$ cat src/sv/rss_pkg.sv
// Shared types and constants for the record stack sorter.
package rss_pkg;

    localparam int RSS_DEPTH   = 32;
    localparam int RSS_FIELD_W = 16;

    localparam logic [2:0] OP_PUSH   = 3'd0;
    localparam logic [2:0] OP_APPEND = 3'd1;
    localparam logic [2:0] OP_POP    = 3'd2;
    localparam logic [2:0] OP_SORT   = 3'd3;
    localparam logic [2:0] OP_COUNT  = 3'd4;

    localparam logic [1:0] ST_OK     = 2'd0;
    localparam logic [1:0] ST_EMPTY  = 2'd1;
    localparam logic [1:0] ST_FULL   = 2'd2;
    localparam logic [1:0] ST_REJECT = 2'd3;

    typedef struct packed {
        logic [2:0]             opcode;
        logic [RSS_FIELD_W-1:0] key_max;
        logic [RSS_FIELD_W-1:0] value_now;
        logic [RSS_FIELD_W-1:0] name_tag;
        logic [RSS_FIELD_W-1:0] limit;
    } rss_in_t;

    typedef struct packed {
        logic [1:0]             status;
        logic [RSS_FIELD_W-1:0] out_key;
        logic [RSS_FIELD_W-1:0] out_value;
        logic [RSS_FIELD_W-1:0] out_tag;
        logic [5:0]             match_count;
        logic [5:0]             occupancy;
    } rss_out_t;

    typedef struct packed {
        logic [RSS_FIELD_W-1:0] key;
        logic [RSS_FIELD_W-1:0] value;
        logic [RSS_FIELD_W-1:0] tag;
    } rss_rec_t;

endpackage

$ cat src/sv/rss_mem.sv
// Record memory with one write port and one registered read port.
module rss_mem
    import rss_pkg::*;
#(
    parameter int DEPTH = RSS_DEPTH,
    parameter int AW    = $clog2(DEPTH)
) (
    input  logic          aclk,
    input  logic          wr_en,
    input  logic [AW-1:0] wr_addr,
    input  rss_rec_t      wr_data,
    input  logic [AW-1:0] rd_addr,
    output rss_rec_t      rd_data
);

    rss_rec_t mem [DEPTH];
    rss_rec_t rd_data_reg;

    always_ff @(posedge aclk) begin
        if (wr_en) begin
            mem[wr_addr] <= wr_data;
        end
        rd_data_reg <= mem[rd_addr];
    end

    assign rd_data = rd_data_reg;

endmodule

$ cat src/sv/rss_cmp.sv
// Shared magnitude comparator used for key ordering and value limits.
module rss_cmp
    import rss_pkg::*;
(
    input  logic [RSS_FIELD_W-1:0] cmp_a,
    input  logic [RSS_FIELD_W-1:0] cmp_b,
    output logic                   a_gt_b
);

    assign a_gt_b = (cmp_a > cmp_b);

endmodule

$ cat src/sv/record_stack_sorter.sv
// Record stack sorter top level: sequencer around a record memory and a shared comparator.
// Count does one memory read per compare over the n stored records.
// Sort first reverses the stored records, then runs bubble passes.
// One item is worked at a time; the next is accepted once the result is registered.
// Reset is synchronous and active low; it empties the stack and drops any pending result.
module record_stack_sorter
    import rss_pkg::*;
#(
    parameter int DEPTH = RSS_DEPTH
) (
    input  logic     aclk,
    input  logic     aresetn,
    input  logic     s_valid,
    output logic     s_ready,
    input  rss_in_t  s_data,
    output logic     m_valid,
    input  logic     m_ready,
    output rss_out_t m_data
);

    localparam int AW = (DEPTH > 1) ? $clog2(DEPTH) : 1;
    localparam int CW = $clog2(DEPTH + 1);
    localparam logic [AW:0]   DEPTH_W = (AW+1)'(DEPTH);
    localparam logic [CW-1:0] DEPTH_C = CW'(DEPTH);

    typedef enum logic [3:0] {
        S_IDLE, S_DECODE, S_POP,
        S_RV_A, S_RV_B, S_RV_W1, S_RV_W2,
        S_BS_START, S_BS_LOAD, S_BS_CMP, S_BS_END,
        S_CNT_RD, S_CNT_CMP, S_OUT
    } state_t;

    state_t        state_reg;
    rss_in_t       in_reg;
    logic [AW-1:0] bottom_reg;
    logic [CW-1:0] count_reg;
    logic [AW-1:0] p_reg;
    logic [AW-1:0] last_reg;
    logic          swapped_reg;
    rss_rec_t      carry_reg;
    rss_rec_t      hold_reg;
    rss_rec_t      res_rec_reg;
    logic [1:0]    res_status_reg;
    logic [CW-1:0] match_reg;
    logic          m_valid_reg;
    rss_out_t      m_data_reg;

    logic [CW-1:0] count_m1;
    logic [AW-1:0] top_pos;
    logic [AW-1:0] j_pos;
    logic [AW-1:0] bottom_dec;
    logic          insert_zero;
    logic          insert_full;
    logic          rv_more;

    logic          wr_en;
    logic          wr_bottom;
    logic [AW-1:0] wr_pos;
    logic [AW-1:0] wr_addr;
    rss_rec_t      wr_data;
    logic [AW-1:0] rd_pos;
    logic [AW-1:0] rd_addr;
    rss_rec_t      rd_data;

    logic [RSS_FIELD_W-1:0] cmp_a;
    logic [RSS_FIELD_W-1:0] cmp_b;
    logic                   a_gt_b;

    function automatic logic [AW-1:0] slot_of(input logic [AW-1:0] base,
                                              input logic [AW-1:0] pos);
        logic [AW:0] sum;
        sum = {1'b0, base} + {1'b0, pos};
        if (sum >= DEPTH_W) begin
            sum = sum - DEPTH_W;
        end
        return sum[AW-1:0];
    endfunction

    assign count_m1    = count_reg - CW'(1);
    assign top_pos     = count_m1[AW-1:0];
    assign j_pos       = top_pos - p_reg;
    assign bottom_dec  = (bottom_reg == '0) ? AW'(DEPTH - 1) : bottom_reg - AW'(1);
    assign insert_zero = (in_reg.key_max == '0) || (in_reg.value_now == '0);
    assign insert_full = (count_reg >= DEPTH_C);
    assign rv_more     = ((CW'(p_reg) + CW'(1)) < (count_reg >> 1));

    always_comb begin
        rd_pos    = '0;
        wr_en     = 1'b0;
        wr_bottom = 1'b0;
        wr_pos    = '0;
        wr_data   = rd_data;
        cmp_a     = carry_reg.key;
        cmp_b     = rd_data.key;
        case (state_reg)
            S_DECODE: begin
                case (in_reg.opcode)
                    OP_PUSH, OP_APPEND: begin
                        wr_en     = !insert_zero && !insert_full;
                        wr_bottom = (in_reg.opcode == OP_APPEND);
                        wr_pos    = count_reg[AW-1:0];
                        wr_data   = '{key: in_reg.key_max, value: in_reg.value_now,
                                      tag: in_reg.name_tag};
                    end
                    OP_POP: begin
                        rd_pos = top_pos;
                    end
                    default: begin
                    end
                endcase
            end
            S_RV_A: begin
                rd_pos = p_reg;
            end
            S_RV_B: begin
                rd_pos = j_pos;
            end
            S_RV_W1: begin
                wr_en  = 1'b1;
                wr_pos = p_reg;
            end
            S_RV_W2: begin
                wr_en   = 1'b1;
                wr_pos  = j_pos;
                wr_data = hold_reg;
            end
            S_BS_LOAD: begin
                rd_pos = p_reg;
            end
            S_BS_CMP: begin
                wr_en   = 1'b1;
                wr_pos  = p_reg - AW'(1);
                wr_data = a_gt_b ? rd_data : carry_reg;
                rd_pos  = p_reg + AW'(1);
            end
            S_BS_END: begin
                wr_en   = 1'b1;
                wr_pos  = last_reg;
                wr_data = carry_reg;
            end
            S_CNT_RD: begin
                rd_pos = p_reg;
            end
            S_CNT_CMP: begin
                cmp_a = rd_data.value;
                cmp_b = in_reg.limit;
            end
            default: begin
            end
        endcase
        wr_addr = wr_bottom ? bottom_dec : slot_of(bottom_reg, wr_pos);
        rd_addr = slot_of(bottom_reg, rd_pos);
    end

    rss_mem #(
        .DEPTH (DEPTH),
        .AW    (AW)
    ) u_mem (
        .aclk    (aclk),
        .wr_en   (wr_en),
        .wr_addr (wr_addr),
        .wr_data (wr_data),
        .rd_addr (rd_addr),
        .rd_data (rd_data)
    );

    rss_cmp u_cmp (
        .cmp_a  (cmp_a),
        .cmp_b  (cmp_b),
        .a_gt_b (a_gt_b)
    );

    always_ff @(posedge aclk) begin
        if (!aresetn) begin
            state_reg   <= S_IDLE;
            m_valid_reg <= 1'b0;
            count_reg   <= '0;
            bottom_reg  <= '0;
        end else begin
            if (m_valid_reg && m_ready) begin
                m_valid_reg <= 1'b0;
            end
            case (state_reg)
                S_IDLE: begin
                    if (s_valid) begin
                        in_reg    <= s_data;
                        state_reg <= S_DECODE;
                    end
                end
                S_DECODE: begin
                    res_status_reg <= ST_OK;
                    res_rec_reg    <= '0;
                    match_reg      <= '0;
                    state_reg      <= S_OUT;
                    case (in_reg.opcode)
                        OP_PUSH, OP_APPEND: begin
                            if (insert_zero) begin
                                res_status_reg <= ST_REJECT;
                            end else if (insert_full) begin
                                res_status_reg <= ST_FULL;
                            end else begin
                                count_reg <= count_reg + CW'(1);
                                if (in_reg.opcode == OP_APPEND) begin
                                    bottom_reg <= bottom_dec;
                                end
                            end
                        end
                        OP_POP: begin
                            if (count_reg == '0) begin
                                res_status_reg <= ST_EMPTY;
                            end else begin
                                state_reg <= S_POP;
                            end
                        end
                        OP_SORT: begin
                            p_reg       <= '0;
                            swapped_reg <= 1'b0;
                            last_reg    <= top_pos;
                            if (count_reg >= CW'(2)) begin
                                state_reg <= S_RV_A;
                            end
                        end
                        OP_COUNT: begin
                            p_reg <= '0;
                            if (count_reg != '0) begin
                                state_reg <= S_CNT_RD;
                            end
                        end
                        default: begin
                        end
                    endcase
                end
                S_POP: begin
                    res_rec_reg <= rd_data;
                    count_reg   <= count_m1;
                    state_reg   <= S_OUT;
                end
                S_RV_A: begin
                    state_reg <= S_RV_B;
                end
                S_RV_B: begin
                    hold_reg  <= rd_data;
                    state_reg <= S_RV_W1;
                end
                S_RV_W1: begin
                    state_reg <= S_RV_W2;
                end
                S_RV_W2: begin
                    if (rv_more) begin
                        p_reg     <= p_reg + AW'(1);
                        state_reg <= S_RV_A;
                    end else begin
                        state_reg <= S_BS_START;
                    end
                end
                S_BS_START: begin
                    p_reg     <= AW'(1);
                    state_reg <= S_BS_LOAD;
                end
                S_BS_LOAD: begin
                    carry_reg <= rd_data;
                    state_reg <= S_BS_CMP;
                end
                S_BS_CMP: begin
                    if (a_gt_b) begin
                        swapped_reg <= 1'b1;
                    end else begin
                        carry_reg <= rd_data;
                    end
                    if (p_reg == last_reg) begin
                        state_reg <= S_BS_END;
                    end else begin
                        p_reg <= p_reg + AW'(1);
                    end
                end
                S_BS_END: begin
                    if (!swapped_reg || (last_reg == AW'(1))) begin
                        state_reg <= S_OUT;
                    end else begin
                        last_reg    <= last_reg - AW'(1);
                        swapped_reg <= 1'b0;
                        state_reg   <= S_BS_START;
                    end
                end
                S_CNT_RD: begin
                    state_reg <= S_CNT_CMP;
                end
                S_CNT_CMP: begin
                    if (!a_gt_b) begin
                        match_reg <= match_reg + CW'(1);
                    end
                    if (p_reg == top_pos) begin
                        state_reg <= S_OUT;
                    end else begin
                        p_reg     <= p_reg + AW'(1);
                        state_reg <= S_CNT_RD;
                    end
                end
                S_OUT: begin
                    if (!m_valid_reg || m_ready) begin
                        m_valid_reg            <= 1'b1;
                        m_data_reg.status      <= res_status_reg;
                        m_data_reg.out_key     <= res_rec_reg.key;
                        m_data_reg.out_value   <= res_rec_reg.value;
                        m_data_reg.out_tag     <= res_rec_reg.tag;
                        m_data_reg.match_count <= 6'(match_reg);
                        m_data_reg.occupancy   <= 6'(count_reg);
                        state_reg              <= S_IDLE;
                    end
                end
                default: begin
                    state_reg <= S_IDLE;
                end
            endcase
        end
    end

    assign s_ready = (state_reg == S_IDLE);
    assign m_valid = m_valid_reg;
    assign m_data  = m_data_reg;

endmodule
$ cat config.mk
export PLATFORM = sky130hd
export DESIGN_NAME = record_stack_sorter
export DESIGN_NICKNAME = d
export VERILOG_FILES = /design/src/sv/rss_pkg.sv /design/src/sv/rss_mem.sv /design/src/sv/rss_cmp.sv /design/src/sv/record_stack_sorter.sv
export SDC_FILE = /design/constraint.sdc
export NUM_CORES = 2
export LEC_CHECK = 0
export ABC_AREA = 1
export BUFFER_PORTS_ARGS = -buffer_cell sky130_fd_sc_hd__buf_2
export CELL_PAD_IN_SITES_DETAIL_PLACEMENT = 1
export CELL_PAD_IN_SITES_GLOBAL_PLACEMENT = 2
export CORE_MARGIN = 2
export CORE_UTILIZATION = 47
export DETAILED_ROUTE_END_ITERATION = 8
export GPL_ROUTABILITY_DRIVEN = 0
export HOLD_SLACK_MARGIN = 0.05
export PLACE_DENSITY_LB_ADDON = 0.3
export SLEW_MARGIN = 20
export SYNTH_ARGS = -nofsm -noshare
export SYNTH_HDL_FRONTEND = slang
export SYNTH_HIERARCHICAL = 1
export SYNTH_SLANG_ARGS = --single-unit
export TNS_END_PERCENT = 20
$ cat constraint.sdc
create_clock -name aclk -period 12.6 [get_ports aclk]
set_input_delay 1.26 -clock aclk [delete_from_list [all_inputs] [get_ports aclk]]
set_output_delay 1.26 -clock aclk [all_outputs]
set_load 0.005 [all_outputs]
==> run metrics <==
status finished, final reports clean; GRT Overall Usage 0.301; clk root buf clkbuf_16; worst relative slew slack 0.192; number of synthesized flops with an enable pin 1,828; Worst setup SP type flip-flop; post-synthesis adder-cell area fraction 0.00745; htree depth 4; Compound-Gate Fraction of Synth Area 0.0130; Setup WS post-layout 6.26 ns; DP Worst Slack 6.32 ns; # rows 148; HP Class flip-flop to flip-flop; Detailed Place HPWL 136 mm; IO Count 135; leakage power 31.8 nW; CP arrival 6.81 ns; die width 408 um; Port Buf Inserts 134; # hold bufs at CTS 0; Synth Area in Simple Gates 0.212; Pre-antenna DRT Iters 6; vias in the first global route 53,012; clk_skew 0.0465 ns; Die ar. 167,000 sq um; largest family of logic cells by synthesized area simple AND/OR/NAND/NOR gates; Power Dens Cells 275 nW/um^2; DRT antenna net count 0; maxcap violations 0; Core ar. 163,000 sq um; Final setup viols 0; mux contribution to synthesized area 0; GRT Max-Usage Layer met2; sequential fraction of the synthesis area 0.731; fin cells 8,962; Area growth, synth to finish 12.2%; Placed Cells 8,590; vias 52,479; Worst Setup End Kind flip-flop; global-route wire length before repair 366 mm; Synth area leader edfxtp_1; post-synth top area share 0.714; Hold Vio Cnt, Final 0; CP required 13.08 ns; Peak Freq 158 MHz; share of post-route cells with drive strength above 1 0.0965; register-to-register setup slack 6.26 ns; Mapped Area 76,900 sq um; top-count cell post-synth nand2_1; Tmin final 6.34 ns; CTS tree done; Synth Warn # 6; Die Y 408 um; WL per Instance 28.3 um; Initial Util 0.473; Slew Limit Fails 0; met1 track demand over resource 0.421; synthesis-stage register bit count 1,892; worst vdd ir 0.261 mV; First DRT Iteration DRCs 6,357; CTS max path bufs 3; Avg Cell Area, Syn 11.7 sq um; max reg flops 1,536; Final Cycle Share 0.503; clock buffer count from CTS 195; syn nets 6,662; met3 usage 0.0576; nets 6,727; largest net degree at the start of global routing 201; clock latency on the worst-skew pair 0.86 ns; Worst Tran Pin Value 1.21 ns; # DRC 0; setup TNS 0 ns; initial antenna violation count 9; global route overflow 0; met2 GRT Util 0.477; Clock Sinks 1,892; clk slew on worst S/H paths 0.06 ns; Commonest cells post-synth nand2_1, edfxtp_1, nand3_1; Cells after Synth 6,547; Max FO, Critical Path 23; Vias/cell 5.86; post-CTS sizing 0; unique cell type count in the Yosys netlist 44; CP Class flip-flop to flip-flop; Post-synth ARST share 0; top cells by area, synth edfxtp_1, nand2_1, nand3_1; RSZ-0062 raised after global routing no; Post-synth top flop edfxtp_1; final WL 254 mm; post-CTS setup buffer count 0; Synth Area in XOR/XNOR 0.00308
-- placed cells by master (no fill, tap or decap), types with 6 or more instances in the layout --
cell,n
xor2_1,20
inv_1,136
a21oi_1,38
nor2_2,8
nand2_2,6
bufinv_16,11
nor2_1,116
nor2_4,37
buf_12,7
clkbuf_1,56
nand2_1,2441
clkinvlp_4,8
nand4_1,6
clkinv_2,26
inv_2,13
clkbuf_8,35
dfxtp_1,64
clkbuf_16,198
ha_1,40
edfxtp_1,1828
buf_4,94
o21ai_1,6
a22oi_1,49
nand3_2,46
buf_2,134
o21ai_0,55
nor3_1,10
clkinv_1,26
nand3_1,1215
-- cell type report --
type                       instances  area, sq um
fill                           16698        76300
sequential                      1892        56200
multi-input combinational       4129        18700
clock buffer                     289         5650
tap                             2175         2720
timing repair buffer             236         1540
clock inverter                    81          840
inverter                         158          628
antenna                            2         5.00
-- critical path, cell delays in order (launching register included) --
cell and delay (ns):
dfxtp_1 0.54, inv_1 0.16, ha_1 0.28, xnor2_1 0.26, inv_1 0.12, ha_1 0.37, nand2_1 0.07, o21ai_0 0.20
xor2_1 0.22, nand2_1 0.08, o2111ai_1 0.13, ha_1 0.31, a21oi_1 0.18, o21ai_0 0.13, xor2_1 0.21, nand3_1 0.13
nand3_1 0.09, nand2_1 0.15, inv_1 0.15, nand3_1 0.33, nor2_4 0.72, buf_4 0.53, buf_4 0.55
-- cells by family (layout without fill, tap and decap cells) --
logic type,count (synthesis),after routing
other,0,2
xor gates and xnor gates,27,27
DFF,1892,1892
adders and majority gates,44,44
and+or+nand+nor,3893,3893
buffers and inverters,526,764
AOI/OAI and AO/OA,165,165
-- stage by stage --
step           power [W]   util  instance area (sq um)  hold WS [ns]
5_1_grt           0.0249  0.530                  86200         0.414
3_3_place_gp      0.0176  0.489                  79400         0.401
2_1_floorplan     0.0147      -                  76900         0.400
4_1_cts           0.0237  0.529                  86000         0.406
6_report          0.0237  0.530                  86200         0.409
3_5_place_dp      0.0178  0.489                  79600         0.405
-- per-layer routing --
layer  up-vias  share of wire  routed length, um
met3       454          0.091              23000
met5         -        0.00013                 34
met2      2336           0.47             118000
met4         4          0.031               7950
li1      22914              -                  -
met1     26771           0.41             105000
-- report_power, final --
| group | switching [W] | internal [W] | total, W |
|---|---|---|---|
| registers | 0.000297 | 0.00847 | 0.00876 |
| logic | 0.00700 | 0.00208 | 0.00909 |
| clock network | 0.00249 | 0.00334 | 0.00583 |
| total | 0.00979 | 0.0139 | 0.0237 |
-- worst paths after layout --
kind,end,cells after the start,startpoint
worst min register to register,m_data[33],0,res_rec_reg[21]
worst max-delay path,u_mem/mem[4][47],22,count_reg[0]
worst min-delay path,m_data[33],0,res_rec_reg[21]
worst max register to register,u_mem/mem[4][47],22,count_reg[0]
Power figures use the tool's default switching activity.
